===== config.mk =====
export PLATFORM = sky130hd
export DESIGN_NAME = ale_cell
export DESIGN_NICKNAME = d
export VERILOG_FILES = /design/src/rtl/core/ale_pkg.sv /design/src/rtl/core/ale_cell.sv
export SDC_FILE = /design/constraint.sdc
export NUM_CORES = 1
export LEC_CHECK = 0
export ABC_AREA = 1
export BUFFER_PORTS_ARGS = -buffer_cell sky130_fd_sc_hd__buf_2
export CAP_MARGIN = 10
export CORE_ASPECT_RATIO = 0.8
export CORE_UTILIZATION = 41
export DETAILED_ROUTE_END_ITERATION = 7
export PLACE_DENSITY_LB_ADDON = 0.1
export SLEW_MARGIN = 20
export SYNTH_ARGS = -nofsm -noshare
export SYNTH_HDL_FRONTEND = slang
export SYNTH_SLANG_ARGS = --single-unit

===== constraint.sdc =====
create_clock -name aclk -period 1.5 [get_ports aclk]
set_input_delay 0.375 -clock aclk [delete_from_list [all_inputs] [get_ports aclk]]
set_output_delay 0.375 -clock aclk [all_outputs]
set_load 0.01 [all_outputs]

===== src/rtl/core/ale_pkg.sv =====
// Shared types and codes for the array list engine.
package ale_pkg;

    // Fixed field widths of the command and result beats.
    localparam int POS_W = 7;
    localparam int CMD_W = 3;
    localparam int STATUS_W = 2;
    localparam int DATA_W = 32;
    localparam int LEN_W = 8;

    // Command codes.
    localparam logic [CMD_W-1:0] CMD_INSERT  = 3'd0;
    localparam logic [CMD_W-1:0] CMD_DELETE  = 3'd1;
    localparam logic [CMD_W-1:0] CMD_APPEND  = 3'd2;
    localparam logic [CMD_W-1:0] CMD_REPLACE = 3'd3;
    localparam logic [CMD_W-1:0] CMD_READ    = 3'd4;
    localparam logic [CMD_W-1:0] CMD_SEARCH  = 3'd5;
    localparam logic [CMD_W-1:0] CMD_CLEAR   = 3'd6;

    // Status codes.
    localparam logic [STATUS_W-1:0] ST_OK   = 2'd0;
    localparam logic [STATUS_W-1:0] ST_ERR  = 2'd1;
    localparam logic [STATUS_W-1:0] ST_MISS = 2'd2;

    // Command beat.
    typedef struct packed {
        logic [CMD_W-1:0]         command;
        logic [POS_W-1:0]         position;
        logic signed [DATA_W-1:0] item_value;
    } ale_in_t;

    // Result beat.
    typedef struct packed {
        logic [STATUS_W-1:0]      status;
        logic signed [DATA_W-1:0] result_value;
        logic [POS_W-1:0]         found_position;
        logic [LEN_W-1:0]         list_length;
    } ale_out_t;

    // Per-cycle control broadcast to every cell of the chain.
    typedef struct packed {
        logic ins;
        logic del;
        logic app;
        logic rep;
        logic clr;
        logic load;
        logic shift;
    } ale_cell_ctrl_t;

endpackage


===== src/rtl/core/ale_cell.sv =====
// One list cell: a stored entry plus a scan lane stage.
module ale_cell #(
    parameter int VALUE_WIDTH = 32,
    parameter int CNT_W = 8,
    parameter int INDEX = 0
) (
    input  logic                       aclk,
    input  logic                       aresetn,
    input  ale_pkg::ale_cell_ctrl_t    ctrl,
    input  logic [ale_pkg::POS_W-1:0]  pos_i,
    input  logic [CNT_W-1:0]           cnt_i,
    input  logic [VALUE_WIDTH-1:0]     wval_i,
    input  logic [VALUE_WIDTH-1:0]     left_i,
    input  logic [VALUE_WIDTH-1:0]     right_i,
    input  logic [VALUE_WIDTH-1:0]     lane_right_i,
    output logic [VALUE_WIDTH-1:0]     entry_o,
    output logic [VALUE_WIDTH-1:0]     lane_o
);

    localparam int CMP_W = (CNT_W > ale_pkg::POS_W) ? CNT_W : ale_pkg::POS_W;
    localparam logic [CMP_W-1:0] K = CMP_W'(INDEX);
    localparam logic [CMP_W-1:0] K_PLUS1 = CMP_W'(INDEX + 1);

    logic [VALUE_WIDTH-1:0] entry_reg;
    logic [VALUE_WIDTH-1:0] entry_next;
    logic [VALUE_WIDTH-1:0] lane_reg;
    logic [VALUE_WIDTH-1:0] lane_next;
    logic [CMP_W-1:0]       pos_ext;
    logic [CMP_W-1:0]       cnt_ext;

    assign pos_ext = CMP_W'(pos_i);
    assign cnt_ext = CMP_W'(cnt_i);

    // Entry update: each operation picks this cell's own value, a neighbor's, the new one, or zero.
    always_comb begin
        entry_next = entry_reg;
        if (ctrl.clr) begin
            entry_next = '0;
        end else if (ctrl.ins) begin
            if (K == pos_ext) begin
                entry_next = wval_i;
            end else if (K > pos_ext && K <= cnt_ext) begin
                entry_next = left_i;
            end
        end else if (ctrl.del) begin
            if (K_PLUS1 == cnt_ext) begin
                entry_next = '0;
            end else if (K >= pos_ext && K_PLUS1 < cnt_ext) begin
                entry_next = right_i;
            end
        end else if (ctrl.app) begin
            if (K == cnt_ext) begin
                entry_next = wval_i;
            end
        end else if (ctrl.rep) begin
            if (K == pos_ext) begin
                entry_next = wval_i;
            end
        end
    end

    // Scan lane: takes a copy of the entry, then moves toward cell zero one step a cycle.
    always_comb begin
        lane_next = lane_reg;
        if (ctrl.load) begin
            lane_next = entry_reg;
        end else if (ctrl.shift) begin
            lane_next = lane_right_i;
        end
    end

    always_ff @(posedge aclk) begin
        if (!aresetn) begin
            entry_reg <= '0;
        end else begin
            entry_reg <= entry_next;
        end
        lane_reg <= lane_next;
    end

    assign entry_o = entry_reg;
    assign lane_o = lane_reg;

endmodule


==> results of run 1 <==
## worst max-delay path by stage
| stage | to | slack (ns) | cells after the start |
|---|---|---|---|
| finish | entry_o[15] | 0.15 | 10 |
| global route | entry_o[22] | 0.05 | 10 |
| CTS | entry_o[24] | 0.16 | 10 |
| detailed placement | entry_o[24] | -0.17 | 10 |
| global placement | entry_o[16] | -0.14 | 12 |
| floorplan | entry_o[0] | -0.0004 | 9 |
## power by group through the flow
stage                     Sequential [mW]  Clock, mW  Combinational [mW]
after floorplan                      2.09          0               0.413
after global placement               2.03          0               0.909
final                                2.00       1.98               0.923
after detailed placement             2.04          0               0.925
after CTS                            2.00       2.04               0.929
after global routing                 2.01       2.12                1.04
## stage by stage
stage               instances  utilization  hold WS [ns]  power, mW
detailed placement        945       0.5710        0.5207      2.960
CTS                       961       0.6026        0.3213      4.969
global route              961       0.6026        0.3254      5.161
finish                    961       0.6026        0.3332      4.901
global placement          945       0.5710        0.5121      2.941
floorplan                 626            -        0.5481      2.507
## logic make-up after synthesis
group,count (synthesis),synth area share
AND/OR/NAND/NOR,390,0.4049
AO/OA/AOI/OAI,32,0.04120
flip-flops,64,0.4120
buffers and inverters,140,0.1419
## final cells by class
type                    instances  area (sq um)  area share
clock buffers                   9         225.2     0.04100
clock inverters                 7         62.56     0.01139
inverters                     109         409.1     0.07449
multi-input cells             422          1737      0.3162
flip-flops and latches         64          1602      0.2916
well taps                     115         143.9     0.02620
repair buffers                235          1314      0.2392
## sequential cells by signal (all words and copies together) (netlist names)
register  count
lane_o       32
entry_o      32
## critical path: stages
cell	delay [ns]
buf_2	0.11
nor2_1	0.09
nand2_1	0.09
nor2_4	0.16
buf_4	0.28
nand2_1	0.09
nand3_1	0.09
nand3_1	0.09
nor2_1	0.12
nor2_1	0.05
## metal layers
metal	vias up	part of all wire	track usage
li1	2315	-	-
met1	1917	0.44	0.2683
met2	164	0.47	0.3783
met3	16	0.071	0.06102
met4	0	0.019	0.09818
met5	-	0	0
## cell usage after synthesis
cell / number / share of area
nand2_1: 235 / 0.23
inv_1: 105 / 0.10
nor2_1: 80 / 0.077
nand3_1: 67 / 0.086
dfxtp_1: 32 / 0.16
edfxtp_1: 32 / 0.25
o21ai_0: 32 / 0.041
clkbuf_1: 18 / 0.017
buf_4: 6 / 0.012
buf_1: 4 / 0.0039
inv_2: 4 / 0.0039
buf_2: 3 / 0.0039
nor3_1: 2 / 0.0026
and2_0: 1 / 0.0016
nand3_2: 1 / 0.0026
nor2_2: 1 / 0.0016
nor2_4: 1 / 0.0029
or2_1: 1 / 0.0016
or2_2: 1 / 0.0016
==> flow_summary.json, run 1 <==
{
  "ys_ff_latch": 64,
  "whs_path_depth": 3,
  "ir_worst_vdd_mv": 0.8154,
  "synth_sequential_area_ratio": 0.4120,
  "fin_ws_ns": 0.1540,
  "finalNetCount": 993,
  "layout_common_cells": "235 x nand2_1, 215 x buf_2, 105 x inv_1",
  "skew_ns": 0.004338,
  "grt_pass1_vias": 3960,
  "postCtsSetupBuffers": 0,
  "rr_worst_depth": 2,
  "clkTransAtPathRegs_ns": 0.05,
  "swShare": 0.2577,
  "root_buffer": "clkbuf_16",
  "fin_crit_ns": 1.346,
  "end_kind": "flop",
  "dp_hpwl_mm": 8.887,
  "boundaryPins": 216,
  "cts_tree": "done",
  "crit_fanout": 20,
  "switchingPower_mw": 1.263,
  "cts_sinks": 64,
  "yosysWarnings": 0,
  "p_int_mw": 3.638,
  "placeableCoreArea_sq_um": 9115,
  "min_from": "lane_right_i[17]",
  "min_to": "lane_o[17]",
  "r2r_setup_slack_ns": 0.76,
  "clkPwrFrac": 0.404,
  "rsz0062_at_grt": "no",
  "preCtsSetupSlack_ns": -0.1745,
  "syn_area_sq_um": 3887,
  "crit_type": "input port to flop",
  "track_usage": 0.2221,
  "startpoint_type": "input port",
  "vias": 4412,
  "drc": 0,
  "synth.distinct_cells": 19,
  "setup_viol": 0,
  "crit_start": "pos_i[5]",
  "num_rows": 31,
  "hold_class": "input port to flop",
  "outcome": "completed",
  "insertion_delay_ns": 0.32,
  "max_freq_mhz": 742.9,
  "clockBufferDepth": 2,
  "cts_buffers": 9,
  "postRouteAntennaNets": 0,
  "grt_pass1_wl_mm": 17.57,
  "die-area_sq_um": 9878,
  "final_common_cell": "nand2_1",
  "cap_violations": 0,
  "syn_avg_cell_area_sq_um": 6.210,
  "leakagePower_nw": 3.172,
  "vias_per_cell": 4.591,
  "ctsHoldBuffers": 0,
  "rr_startpoint": "entry_o[8]",
  "worst_pin_slew_ns": 0.2459,
  "place.gp.congestion": 0.8172,
  "fp.dieW_um": 110.9,
  "postLayoutCellArea_sq_um": 5493,
  "dr.pass1.iters": 5,
  "synthToLayoutAreaGrowth_pct": 41.29,
  "chipHeight_um": 89.10,
  "overflow": 0,
  "fin_setup_tns_ns": 0,
  "drive_above_1_share": 0.3050,
  "drt_iter0_markers": 213,
  "start_util": 0.4265,
  "final-hold-violation-count": 0,
  "h-tree-depth": 3,
  "fill_cells": 883,
  "p_per_area_nw_per_um2": 892.2,
  "grt_max_degree": 41,
  "combPwrFrac": 0.188,
  "relSlewSlack": 0.8361,
  "arrival_ns": 1.56,
  "r2r-end": "lane_o[8]",
  "min_period_over_period": 0.8973,
  "worstPathRequired_ns": 1.71,
  "antenna-diode-count": 0,
  "cts.repair.resized": 0,
  "wirelength_mm": 11.32,
  "numPortBuffers": 215,
  "synthCells": 626,
  "syn_nets": 778,
  "seqPwrFrac": 0.408,
  "wire_per_inst_um": 11.78,
  "placed_area_sq_um": 5205,
  "slew_viol_final": 0,
  "antenna_found_initial": 0
}
(Power assumes the default switching activity.)
==> inputs of run 2 (changes only) <==
ABC_AREA = default   (was 1)
CORE_UTILIZATION = 39   (was 41)
RECOVER_POWER = 100   (was default)
==> flow_summary.json, run 2 <==
{
  "syn_nets": 524,
  "vias": 3797,
  "wire_per_inst_um": 16.40,
  "cp-endpoint": "entry_o[15]",
  "end_kind": "flop",
  "final_common_cell": "buf_2",
  "placeableCoreArea_sq_um": 8671,
  "ctsHoldBuffers": 0,
  "ir_worst_vdd_mv": 0.4842,
  "layout_common_cells": "146 x buf_2, 94 x nand2_1, 67 x clkbuf_1",
  "synthCells": 372,
  "min_period_over_period": 1.045,
  "finalNetCount": 751,
  "rr_startpoint": "entry_o[19]",
  "regArea_sq_um": 1602,
  "outcome": "finished, violations left",
  "synthToLayoutAreaGrowth_pct": 51.18,
  "grt_max_degree": 65,
  "setup_viol": 32,
  "synth_top_cell_by_area": "edfxtp_1",
  "drt_iter0_markers": 171,
  "fill_cells": 766,
  "layout.cells.non_filler": 716,
  "worst_pin_slew_ns": 0.5204,
  "crit_fanout": 22,
  "start_util": 0.4108,
  "track_usage": 0.2472,
  "fp.dieW_um": 108.9,
  "h-tree-depth": 3,
  "wirelength_mm": 11.74,
  "clkTransAtPathRegs_ns": 0.05,
  "rsz0062_at_grt": "yes",
  "r2r-end": "lane_o[19]",
  "die-area_sq_um": 9522,
  "dr.pass1.iters": 5,
  "hold_class": "input port to flop",
  "p_per_area_nw_per_um2": 868.6,
  "synthSimpleGateAreaFrac": 0.1310,
  "ys.flop_type": "edfxtp_1",
  "yosysWarnings": 0,
  "clockBufferDepth": 2,
  "startpoint_type": "input port",
  "place.gp.congestion": 0.8236,
  "relSlewSlack": 0.6530,
  "grt_pass1_wl_mm": 17.82,
  "holdWs_ns": 0.3574,
  "multi_input_area_sq_um": 1913,
  "rr_worst_depth": 1,
  "numPortBuffers": 215,
  "arrival_ns": 1.76,
  "yosysMostFrequentCell": "nand2_1",
  "worstPathRequired_ns": 1.69,
  "placed_cells": 688,
  "cts_sinks": 64,
  "max_freq_mhz": 638.2,
  "postRouteAntennaNets": 0,
  "synth_compound_area_frac": 0.1914,
  "cts_tree": "done",
  "num_rows": 30,
  "overflow": 0,
  "chipHeight_um": 87.48,
  "muxShareOfSynthArea": 0.1911,
  "final-hold-violation-count": 0,
  "synth.cells.most_frequent": "95 x nand2_1, 59 x o21ai_0",
  "slew_viol_final": 0,
  "fin_crit_ns": 1.567,
  "r2r_setup_slack_ns": 0.63,
  "synth_top_area_share": 0.2698,
  "synthAdderAreaFrac": 0,
  "grt_pass1_vias": 3600,
  "skew_ns": 0.004835,
  "drive_above_1_share": 0.4040,
  "leakagePower_nw": 2.437,
  "dp_hpwl_mm": 8.241,
  "drc": 0,
  "async_reset_ff_frac": 0,
  "syn_avg_cell_area_sq_um": 9.576,
  "synth_sequential_area_ratio": 0.4496,
  "fin_setup_tns_ns": -1.426,
  "ys_ff_latch": 64,
  "cts_buffers": 9,
  "vias_per_cell": 5.303,
  "synth.distinct_cells": 29,
  "syn_area_sq_um": 3562,
  "yosys-top-cells-area": "edfxtp_1 27%, dfxtp_1 18%, mux2_2 10%",
  "antenna-diode-count": 0,
  "synth_edf_count": 32,
  "synth_xor_area_frac": 0,
  "crit_type": "input port to flop",
  "total_power_mw": 4.678,
  "boundaryPins": 216,
  "antenna_found_initial": 0,
  "fin_ws_ns": -0.06699,
  "crit_start": "pos_i[5]",
  "violations": "setup timing",
  "root_buffer": "clkbuf_16",
  "cap_violations": 0,
  "insertion_delay_ns": 0.32,
  "synth_top_family_by_area": "compound AO/OA/AOI/OAI gates",
  "fin_util": 0.6211
}
## run 2: changes by cell type after synthesis, moves of 2 or more
cell      before  now
a32o_1         0   31
buf_1          4    1
buf_4          6    0
clkbuf_1      18   29
inv_1        105    1
inv_2          4    0
mux2_2         0   32
mux2i_1        0   32
nand2_1      235   95
nand3_1       67    0
nor2_1        80    2
nor2b_1        0    2
o21ai_0       32   59
o21ai_1        0    5
## run 2: stage by stage
stage	area, sq um	worst slack [ns]
2_1_floorplan	3616	-0.1164
3_3_place_gp	4946	-0.3967
3_5_place_dp	4946	-0.4143
4_1_cts	5492	-0.06334
5_1_grt	5385	-0.1515
6_report	5385	-0.06699
## run 2: per-layer routing
| layer | vias up | track usage | wire length (um) |
|---|---|---|---|
| li1 | 1829 | - | - |
| met4 | 0 | 0.07862 | 141 |
| met5 | - | 0 | 0 |
| met1 | 1787 | 0.3148 | 5052 |
| met3 | 13 | 0.05535 | 777 |
| met2 | 168 | 0.4154 | 5772 |
## run 2: where the power goes
part	internal (mW)	total [mW]	switching, mW
combinational	0.356	0.707	0.351
sequential	1.91	1.93	0.0168
clock	1.31	2.04	0.729
## run 2: cell type report
type,instances,share of cell area
multi-input combinational,274,0.3553
clock buffer,11,0.04507
tap,112,0.02602
timing repair buffer,249,0.2667
clock inverter,5,0.008829
inverter,1,0.0006970
sequential,64,0.2974
## run 2: worst min path at each step
| stage | startpoint | to | slack (ns) | depth (start not counted) |
|---|---|---|---|---|
| floorplan | entry_o[0] | entry_o[0] | 0.49 | 2 |
| global placement | entry_o[27] | entry_o[27] | 0.46 | 2 |
| detailed placement | entry_o[1] | entry_o[1] | 0.47 | 2 |
| CTS | lane_right_i[26] | lane_o[26] | 0.35 | 2 |
| global route | lane_right_i[7] | lane_o[7] | 0.34 | 2 |
| finish | lane_right_i[26] | lane_o[26] | 0.36 | 2 |
## run 2: worst max-delay path, cell delays in order
cell     delay [ns]
buf_6          0.10
nor4_4         0.33
nand2_2        0.14
buf_6          0.14
buf_6          0.16
a32o_1         0.27
o21ai_1        0.14
mux2i_1        0.10
## run 2: logic make-up (layout without fill, tap and decap cells)
group	count (synthesis)	count (layout)
AO/OA/AOI/OAI	100	100
buffers and inverters	34	266
flip-flops	64	64
multiplexers	64	64
AND/OR/NAND/NOR	110	110
## run 2: timing repair
item / in CTS / in global routing
pin swaps: 4 / 7
gates resized for setup: 40 / 21
setup buffers: 8 / 1
gates cloned: 5 / 0
setup endpoints to repair: 32 / 32
